**src/tcpt_pkg.sv**
```systemverilog
package tcpt_pkg;

  localparam int unsigned NumTimers = 8;
  localparam int unsigned CountW    = 32;
  localparam int unsigned MaskW     = 8;
  localparam int unsigned IdxW      = 3;
  localparam int unsigned CfgIdxW   = 1;

  localparam logic [CountW-1:0] CyclesPerTickRst   = 32'd72000;
  localparam logic [CountW-1:0] CyclesPerSecondRst = 32'd72000000;

  typedef enum logic [1:0] {
    CmdTick = 2'd0,
    CmdArm  = 2'd1,
    CmdStop = 2'd2,
    CmdAck  = 2'd3
  } cmd_e;

  typedef enum logic [CfgIdxW-1:0] {
    RegCyclesPerTick   = 1'd0,
    RegCyclesPerSecond = 1'd1
  } cfg_reg_e;

  // One accepted transaction as seen by the state modules
  typedef struct packed {
    logic              fire;
    cmd_e              cmd;
    logic [IdxW-1:0]   idx;
    logic [CountW-1:0] period;
  } op_t;

  typedef struct packed {
    logic [CountW-1:0] cycles_per_tick;
    logic [CountW-1:0] cycles_per_second;
  } cfg_t;

endpackage

```
**src/tcpt_clock.sv**
```systemverilog
module tcpt_clock (
  input  logic                         clk_i,
  input  logic                         rst_ni,
  input  tcpt_pkg::op_t                op_i,
  input  tcpt_pkg::cfg_t               cfg_i,
  output logic [tcpt_pkg::CountW-1:0]  ticks_o,
  output logic [tcpt_pkg::CountW-1:0]  ticks_next_o,
  output logic [tcpt_pkg::CountW-1:0]  seconds_next_o,
  output logic                         second_passed_o
);

  logic [tcpt_pkg::CountW-1:0] ticks_q, ticks_d;
  logic [tcpt_pkg::CountW-1:0] seconds_q, seconds_d;
  logic [tcpt_pkg::CountW-1:0] rem_q, rem_d;
  logic [tcpt_pkg::CountW-1:0] rem_sum;
  logic                        is_tick;
  logic                        sec_hit;

  assign is_tick = op_i.fire && (op_i.cmd == tcpt_pkg::CmdTick);
  assign rem_sum = rem_q + cfg_i.cycles_per_tick;
  assign sec_hit = (rem_sum >= cfg_i.cycles_per_second);

  always_comb begin
    ticks_d   = ticks_q;
    seconds_d = seconds_q;
    rem_d     = rem_q;
    if (is_tick) begin
      ticks_d = ticks_q + 32'd1;
      if (sec_hit) begin
        rem_d     = rem_sum - cfg_i.cycles_per_second;
        seconds_d = seconds_q + 32'd1;
      end else begin
        rem_d = rem_sum;
      end
    end
  end

  always_ff @(posedge clk_i or negedge rst_ni) begin
    if (!rst_ni) begin
      ticks_q   <= '0;
      seconds_q <= '0;
      rem_q     <= '0;
    end else begin
      ticks_q   <= ticks_d;
      seconds_q <= seconds_d;
      rem_q     <= rem_d;
    end
  end

  assign ticks_o         = ticks_q;
  assign ticks_next_o    = ticks_d;
  assign seconds_next_o  = seconds_d;
  assign second_passed_o = is_tick && sec_hit;

endmodule

```
**src/tcpt_timers.sv**
```systemverilog
module tcpt_timers (
  input  logic                         clk_i,
  input  logic                         rst_ni,
  input  tcpt_pkg::op_t                op_i,
  input  logic [tcpt_pkg::CountW-1:0]  ticks_i,
  input  logic [tcpt_pkg::CountW-1:0]  ticks_next_i,
  output logic [tcpt_pkg::MaskW-1:0]   fired_mask_o,
  output logic [tcpt_pkg::MaskW-1:0]   elapsed_mask_o
);

  logic [tcpt_pkg::NumTimers-1:0] armed_q, armed_d;
  logic [tcpt_pkg::NumTimers-1:0] elapsed_q, elapsed_d;
  logic [tcpt_pkg::NumTimers-1:0] fired;
  logic [tcpt_pkg::CountW-1:0]    deadline_q [tcpt_pkg::NumTimers];
  logic [tcpt_pkg::CountW-1:0]    period_q   [tcpt_pkg::NumTimers];
  logic                           is_tick;

  assign is_tick = op_i.fire && (op_i.cmd == tcpt_pkg::CmdTick);

  for (genvar k = 0; k < int'(tcpt_pkg::NumTimers); k++) begin : g_lane
    logic sel;
    logic arm, stop, ack;

    assign sel  = op_i.fire && (32'(op_i.idx) == 32'(k));
    assign arm  = sel && (op_i.cmd == tcpt_pkg::CmdArm);
    assign stop = sel && (op_i.cmd == tcpt_pkg::CmdStop);
    assign ack  = sel && (op_i.cmd == tcpt_pkg::CmdAck);

    // Compare against the tick count after this tick's increment
    assign fired[k] = is_tick && armed_q[k] && (ticks_next_i >= deadline_q[k]);

    always_comb begin
      armed_d[k]   = armed_q[k];
      elapsed_d[k] = elapsed_q[k];
      if (fired[k]) begin
        elapsed_d[k] = 1'b1;
      end else if (arm) begin
        armed_d[k]   = 1'b1;
        elapsed_d[k] = 1'b0;
      end else if (stop) begin
        armed_d[k]   = 1'b0;
        elapsed_d[k] = 1'b0;
      end else if (ack) begin
        elapsed_d[k] = 1'b0;
      end
    end

    always_ff @(posedge clk_i or negedge rst_ni) begin
      if (!rst_ni) begin
        armed_q[k]   <= 1'b0;
        elapsed_q[k] <= 1'b0;
      end else begin
        armed_q[k]   <= armed_d[k];
        elapsed_q[k] <= elapsed_d[k];
      end
    end

    // Deadline and period hold until the first arm
    always_ff @(posedge clk_i) begin
      if (arm) begin
        period_q[k]   <= op_i.period;
        deadline_q[k] <= ticks_i + op_i.period;
      end else if (fired[k]) begin
        deadline_q[k] <= deadline_q[k] + period_q[k];
      end
    end
  end

  for (genvar m = 0; m < int'(tcpt_pkg::MaskW); m++) begin : g_mask
    if (m < int'(tcpt_pkg::NumTimers)) begin : g_have
      assign fired_mask_o[m]   = fired[m];
      assign elapsed_mask_o[m] = elapsed_d[m];
    end else begin : g_none
      assign fired_mask_o[m]   = 1'b0;
      assign elapsed_mask_o[m] = 1'b0;
    end
  end

endmodule

```
**src/tick_clock_with_periodic_timers_top.sv**
```systemverilog
// Channel  Handshake               Payload
// in       in_valid_i/in_ready_o   cmd_i, timer_index_i, period_ticks_i
// out      out_valid_o/out_ready_i tick_count_o, seconds_count_o, fired_mask_o,
//                                  elapsed_mask_o, second_passed_o
// cfg      cfg_we_i                cfg_index_i, cfg_wdata_i
//
// State updates at the accepting edge and the result lands in the output
// register on the same edge. One transaction per cycle is sustained while
// out_ready_i is high; the output register is the only stage.
// in_ready_o is high while the output register is empty or being drained.
// Reset clears counts, remainder, armed and elapsed bits and loads the
// default cycle settings; timer deadlines and periods are not reset.
module tick_clock_with_periodic_timers_top (
  input  logic                                clk_i,
  input  logic                                rst_ni,
  input  logic                                cfg_we_i,
  input  logic [tcpt_pkg::CfgIdxW-1:0]        cfg_index_i,
  input  logic [tcpt_pkg::CountW-1:0]         cfg_wdata_i,
  input  logic                                in_valid_i,
  output logic                                in_ready_o,
  input  logic [1:0]                          cmd_i,
  input  logic [tcpt_pkg::IdxW-1:0]           timer_index_i,
  input  logic [tcpt_pkg::CountW-1:0]         period_ticks_i,
  output logic                                out_valid_o,
  input  logic                                out_ready_i,
  output logic [tcpt_pkg::CountW-1:0]         tick_count_o,
  output logic [tcpt_pkg::CountW-1:0]         seconds_count_o,
  output logic [tcpt_pkg::MaskW-1:0]          fired_mask_o,
  output logic [tcpt_pkg::MaskW-1:0]          elapsed_mask_o,
  output logic                                second_passed_o
);

  tcpt_pkg::cfg_t              cfg_q;
  tcpt_pkg::op_t               op;
  logic                        out_valid_q;
  logic [tcpt_pkg::CountW-1:0] ticks, ticks_next, seconds_next;
  logic                        sec_passed;
  logic [tcpt_pkg::MaskW-1:0]  fired_mask, elapsed_mask;

  logic [tcpt_pkg::CountW-1:0] tick_count_q, seconds_count_q;
  logic [tcpt_pkg::MaskW-1:0]  fired_mask_q, elapsed_mask_q;
  logic                        second_passed_q;

  always_ff @(posedge clk_i or negedge rst_ni) begin
    if (!rst_ni) begin
      cfg_q.cycles_per_tick   <= tcpt_pkg::CyclesPerTickRst;
      cfg_q.cycles_per_second <= tcpt_pkg::CyclesPerSecondRst;
    end else if (cfg_we_i) begin
      unique case (tcpt_pkg::cfg_reg_e'(cfg_index_i))
        tcpt_pkg::RegCyclesPerTick:   cfg_q.cycles_per_tick   <= cfg_wdata_i;
        tcpt_pkg::RegCyclesPerSecond: cfg_q.cycles_per_second <= cfg_wdata_i;
        default: ;
      endcase
    end
  end

  assign in_ready_o = !out_valid_q || out_ready_i;
  assign op.fire    = in_valid_i && in_ready_o;
  assign op.cmd     = tcpt_pkg::cmd_e'(cmd_i);
  assign op.idx     = timer_index_i;
  assign op.period  = period_ticks_i;

  tcpt_clock u_clock (
    .clk_i           (clk_i),
    .rst_ni          (rst_ni),
    .op_i            (op),
    .cfg_i           (cfg_q),
    .ticks_o         (ticks),
    .ticks_next_o    (ticks_next),
    .seconds_next_o  (seconds_next),
    .second_passed_o (sec_passed)
  );

  tcpt_timers u_timers (
    .clk_i          (clk_i),
    .rst_ni         (rst_ni),
    .op_i           (op),
    .ticks_i        (ticks),
    .ticks_next_i   (ticks_next),
    .fired_mask_o   (fired_mask),
    .elapsed_mask_o (elapsed_mask)
  );

  always_ff @(posedge clk_i or negedge rst_ni) begin
    if (!rst_ni) begin
      out_valid_q <= 1'b0;
    end else if (op.fire) begin
      out_valid_q <= 1'b1;
    end else if (out_ready_i) begin
      out_valid_q <= 1'b0;
    end
  end

  // Load the result with the transaction that produced it
  always_ff @(posedge clk_i) begin
    if (op.fire) begin
      tick_count_q    <= ticks_next;
      seconds_count_q <= seconds_next;
      fired_mask_q    <= fired_mask;
      elapsed_mask_q  <= elapsed_mask;
      second_passed_q <= sec_passed;
    end
  end

  assign out_valid_o     = out_valid_q;
  assign tick_count_o    = tick_count_q;
  assign seconds_count_o = seconds_count_q;
  assign fired_mask_o    = fired_mask_q;
  assign elapsed_mask_o  = elapsed_mask_q;
  assign second_passed_o = second_passed_q;

endmodule

```
**config.mk**
```make
export PLATFORM = sky130hd
export DESIGN_NAME = tick_clock_with_periodic_timers_top
export DESIGN_NICKNAME = d
export VERILOG_FILES = /design/src/tcpt_pkg.sv /design/src/tcpt_clock.sv /design/src/tcpt_timers.sv /design/src/tick_clock_with_periodic_timers_top.sv
export SDC_FILE = /design/constraint.sdc
export NUM_CORES = 2
export LEC_CHECK = 0
export BUFFER_PORTS_ARGS = -buffer_cell sky130_fd_sc_hd__buf_2
export CORE_MARGIN = 2
export CORE_UTILIZATION = 37
export DETAILED_ROUTE_END_ITERATION = 8
export REMOVE_ABC_BUFFERS = 1
export SYNTH_ARGS = -nofsm -noshare
export SYNTH_HDL_FRONTEND = slang
export SYNTH_SLANG_ARGS = --single-unit
```
**constraint.sdc**
```tcl
create_clock -name clk_i -period 16.3 [get_ports clk_i]
set_input_delay 3.26 -clock clk_i [delete_from_list [all_inputs] [get_ports clk_i]]
set_output_delay 3.26 -clock clk_i [all_outputs]
set_load 0.005 [all_outputs]
```
; ---- Yosys cells after proc, flatten, opt, wreduce, memory -nomap -nowiden
; Memory sizes are Yosys's and may differ from the RTL's.
; Cells that the tools add are included.
; Widths: inputs -> output; s select.
[word_totals]
n_memories = 2
inputBits = 75
mem_bits_rw = 512
out_inout_bits = 83
register_bits = 258
[mem_list]
columns = name, words, width, rd, rd_clocked_by_memory_dff, wr, line_no
row1 = u_timers.deadline_q, 8, 32, 8, 0, 8, tcpt_timers.sv:14  ; logic [tcpt_pkg::CountW-1:0] deadline_q [tcpt_pkg::NumTimers];
row2 = u_timers.period_q, 8, 32, 8, 0, 1, tcpt_timers.sv:15  ; logic [tcpt_pkg::CountW-1:0] period_q [tcpt_pkg::NumTimers];
[op_classes]
bitwise_logic = 17
add_sub_neg = 13
eq_ne = 10
n_lt_le_gt_ge = 9
mux = 123
n_reduce_logical = 81
[ops]
columns = operator, count
row1 = $mux 32, 19
row2 = $add 32x32->32, 10
row3 = $ge 32x32->1, 9
row4 = $reduce_or 32->1, 7
row5 = $mux 1, 97
row6 = $add 32x1->32 const B, 2
row7 = $logic_and 1x1->1, 51
row8 = $sub 32x32->32, 1
row9 = $mux 3, 7
row10 = $reduce_and 2->1, 10
row11 = $reduce_bool 2->1, 9
row12 = $eq 3x3->1 const B, 4
row13 = $not 1->1, 9
row14 = $or 1x1->1, 8
row15 = $eq 3x2->1 const B, 2
row16 = $eq 2x2->1 const B, 2
row17 = $eq 3x1->1 const B, 1
row18 = $logic_not 3->1, 1
row19 = $eq 2x1->1 const B, 1
row20 = $logic_not 2->1, 1
row21 = $logic_not 1->1, 1
row22 = $logic_or 1x1->1, 1

; ---- Depth between registers and ports, before layout
[logic_depth]
depth_word = 15
depth_mapped = 23
ltp_nobuf = 23

; ---- Modules after synthesis
; Synthesis repeated with hierarchy kept, for this count alone.
[unflattened]
cells_unflattened = 4843
hier_area_um2 = 51151.6
[modules_own_cells]
columns = mod, seq_area_each_um2, area_each_um2, instances, cells_per_inst
row1 = tcpt_timers, 15775.1, 38778.4, 1, 3758
row2 = tcpt_clock, 2402.3, 7455.9, 1, 863
row3 = tick_clock_with_periodic_timers_top, 4073.9, 4917.2, 1, 222

; ---- Least setup slack after synthesis
; No wires, ideal clock.
[synth_path]
path_kind = input to register
startpoint = input out_ready_i
endpoint = memory u_timers.deadline_q[1][32] (netlist name) (enable)
path_buffers = 2
path_slack_ps = 6958
arrival_ps = 8684
setup_ps = 658
t_required_ps = 15642
path_stages = 20
cell_sequence = nand2b_1 -> and3_1 -> and3_1 -> nand4_1 -> nor3_1 -> nand3_1 -> or2_2 -> nor2_1 -> xor2_1 -> ha_1 -> a21o_1 -> a21o_1 -> a21o_1 -> a21oi_1 -> o22ai_1 -> or3_1 -> o31ai_2 -> buf_2 -> buf_2 -> o21ai_0
[synth_lines]
columns = item, line_no
row1 = "start, declared", tick_clock_with_periodic_timers_top.sv:25  ; input logic out_ready_i,
row2 = "end, declared", tcpt_timers.sv:14

==> flow_summary.toml <==
[outcome]
status = "finished, final reports clean"

[worst_setup_path]
cp_max_fo = 41
r2r_slack_ns = 9.39
worstRegToRegCells = 20
worstReg2RegEnd = "u_timers.deadline_q[1][94]"
startpoint_type = "input port"
crit_chain = "buf_2 -> nor2_1 -> and3_1 -> and3_1 -> nand4_1 -> nor3_1 -> nand3_1 -> or2_2 -> nor2_1 -> xor2_2 -> buf_4 -> ha_1 -> a21o_1 -> a211o_1 -> a211o_1 -> a211oi_1 -> o21ai_0 -> a21oi_2 -> inv_2 -> o2111a_1 -> a221o_1"
path_buf_inv = 3
critPathTopFamily = "simple AND/OR/NAND/NOR gates"
path_class = "input port to flop"
crit_slowest_cell = "a21oi_2"
cp.required_ns = 16.74
critPathArrivalTime_ns = 9.67
cpPeakStageDelay_ns = 0.69
rr_startpoint = "out_valid_o"
end_kind = "flop"

[grt]
grtUsageTotal = 0.2090
antenna_found_initial = 9
overflow = 0
grt_pass1_wl_um = 226600
grt_max_degree = 69
grt_pass1_vias = 38660

[logic_synthesis]
synth_edf_count = 593
avgSynthCellArea_um2 = 10.48
ys_types = 91
ys.warnings.count = 0
synthCells = 4882
synth-seq-cells = 770
async_flop_share = 0.2299
yosys_most_used_dff = "edfxtp_1"
ys_seq_area_frac = 0.4350
syn_area_mm2 = 0.05115

[sta]
hold_viol_final = 0
finalCriticalPeriod_ns = 9.231
rsz0062_at_grt = "false"
setup_slack_ns = 7.069
fin_crit_sh = 0.5663
setup_violations = 0
slew_headroom = 0.1931
skew_ns = 0.03366
setup_tns_ns = 0
worst_pin_slew_ns = 1.202
final_max_slew_viol_count = 0
max_freq_mhz = 108.3

[route]
wl_per_cell_um = 21.58
routed_wl_um = 150600
viasPerCell = 5.578
drt_iter0_markers = 3032
vias = 38930
ant_nets = 0
route.detailed.drc = 0
drtPass1Iterations = 6

[cts]
cts-hold-fix-buffers = 0
cts_setup_buffers = 0
cts_resized = 0
cts_buffer_depth = 3
cts_max_level = 3
clk_pin_slew_ns = 0.06
insertion_delay_ns = 0.70
tritoncts = "yes"
root_buffer = "clkbuf_16"
cts.sinks = 770
cts_made_buffers = 90

[layout]
layout_commonest_cell = "ha_1"
syn2layout_area_growth_pct = 12.57
final_cell_mix = "ha_1, edfxtp_1, inv_1"
fillCellCount = 13140
fin_nets = 5794
layout-drive-gt1-share = 0.1165

[min_path]
hold-path-cell-count = 2
min-delay-start = "u_clock.rem_q[0]"
worstHoldPathType = "flop to flop"
hold_end = "u_clock.rem_q[0]"

[place]
place.port_buffers = 157
place_congestion = 0.9143
hpwl_um = 111200
place_ws_ns = 6.415

[die]
die_y_um = 375.8
design.portCount = 158
dieWidth_um = 375.8
rows = 136
fp.coreArea_mm2 = 0.1373
initial_core_util = 0.3725
die_area_mm2 = 0.1412

[pwr]
peakVddDrop_mv = 0.1048
p_per_area_mw_per_mm2 = 111.7
leakage_nw = 25.28

[job]
max_cap_violations = 0
[cell families after synthesis]
family / Yosys count / share of synthesized area
mux: 191 / 0.04078
simple gates: 1106 / 0.1040
flops: 770 / 0.4350
xor+xnor: 354 / 0.06062
compound gates: 1365 / 0.1725
fa+ha+maj: 611 / 0.1511
buf+inv: 485 / 0.03603
[cell type report]
| class | instances | area [um^2] | area share |
|---|---|---|---|
| diodes | 2 | 5.005 | 0.00008692 |
| clock buffers | 126 | 2479 | 0.04305 |
| clock inverters | 41 | 430.4 | 0.007475 |
| inverters | 393 | 1478 | 0.02566 |
| multi-input cells | 3627 | 27380 | 0.4755 |
| flip-flops and latches | 770 | 22250 | 0.3864 |
| well taps | 1794 | 2245 | 0.03898 |
| repair buffers | 226 | 1313 | 0.02279 |
[how the worst max path moves through the flow]
stage	from	endpoint	slack, ns	depth (start not counted)
floorplan	out_ready_i	u_timers.deadline_q[0][64]	4.63	18
detailed placement	cmd_i[1]	u_timers.deadline_q[1][94]	6.42	21
finish	cmd_i[1]	u_timers.deadline_q[1][94]	7.07	21
CTS	cmd_i[1]	u_timers.deadline_q[1][94]	7.16	21
global route	cmd_i[1]	u_timers.deadline_q[1][25]	6.85	18
global placement	out_ready_i	u_timers.deadline_q[1][94]	6.58	21
[sequential cells by signal, summed over array words and instances (netlist names)]
name	count
u_clock.ticks_o	32
second_passed_o	1
u_clock.seconds_q	32
elapsed_mask_o	8
u_clock.rem_q	32
u_timers.elapsed_q	8
u_timers.armed_q	8
u_timers.deadline_q	256
fired_mask_o	8
u_timers.period_q	256
out_valid_o	1
seconds_count_o	32
cfg_q	64
tick_count_o	32
[worst register-to-register path: stages, from the launching register on]
cell	delay (ns)
dfrtp_1	0.38
nand2b_1	0.31
and3_1	0.35
and3_1	0.23
nand4_1	0.24
nor3_1	0.55
nand3_1	0.34
or2_2	0.41
nor2_1	0.20
xor2_2	0.14
buf_4	0.26
ha_1	0.29
a21o_1	0.16
a211o_1	0.31
a211o_1	0.29
a211oi_1	0.21
o21ai_0	0.14
a21oi_2	0.70
inv_2	0.57
o2111a_1	0.30
a221o_1	0.26
[Yosys cell counts, types with 20 or more instances]
cell type / n / area [um^2]
ha_1: 600 / 7507
edfxtp_1: 593 / 17810
inv_1: 387 / 1453
a21oi_1: 375 / 1877
nand2_1: 341 / 1280
o21ai_0: 319 / 1597
nor2_1: 266 / 998.5
a21o_1: 242 / 1817
xnor2_1: 220 / 1927
dfrtp_1: 165 / 4129
mux2_2: 139 / 1565
xor2_1: 134 / 1174
nand3_1: 93 / 465.5
nand4_1: 74 / 462.9
clkbuf_1: 65 / 244.0
nand2b_1: 55 / 344.1
o21a_1: 55 / 412.9
nor2b_1: 54 / 337.8
nor3_1: 54 / 270.3
and3_1: 52 / 325.3
mux2i_1: 52 / 520.5
a31oi_1: 46 / 287.8
a211oi_1: 43 / 322.8
o21bai_1: 41 / 307.8
o211ai_1: 26 / 195.2
o31ai_1: 23 / 172.7
or3_1: 21 / 131.4
and2_1: 20 / 125.1
[per-layer routing]
metal,vias up,share of wire,track usage,wire length (um)
met4,8,0.029,0.06017,4428
met5,-,0.00036,0,54
li1,18580,-,-,-
met1,18970,0.45,0.2818,67390
met2,1138,0.46,0.3439,68960
met3,227,0.065,0.03536,9787
[power by group]
part | internal [mW] | leakage [nW] | total (mW) | switching, mW
registers | 2.25 | 7.59 | 2.31 | 0.0601
logic | 0.846 | 16.3 | 2.07 | 1.23
clock network | 1.17 | 1.41 | 2.04 | 0.867
[metrics by stage]
stage / instance area (um^2) / total power [mW] / hold slack [ns] / std cells / utilization
3_5_place_dp: 54660 / 4.404 / 0.4745 / 6810 / 0.3981
2_1_floorplan: 50780 / 3.855 / 0.4325 / 4790 / -
6_report: 57580 / 6.430 / 0.4796 / 6979 / 0.4193
5_1_grt: 57570 / 6.795 / 0.5016 / 6977 / 0.4193
4_1_cts: 57570 / 6.464 / 0.4879 / 6977 / 0.4193
3_3_place_gp: 54660 / 4.378 / 0.4626 / 6810 / 0.3981
(Power assumes the default switching activity.)
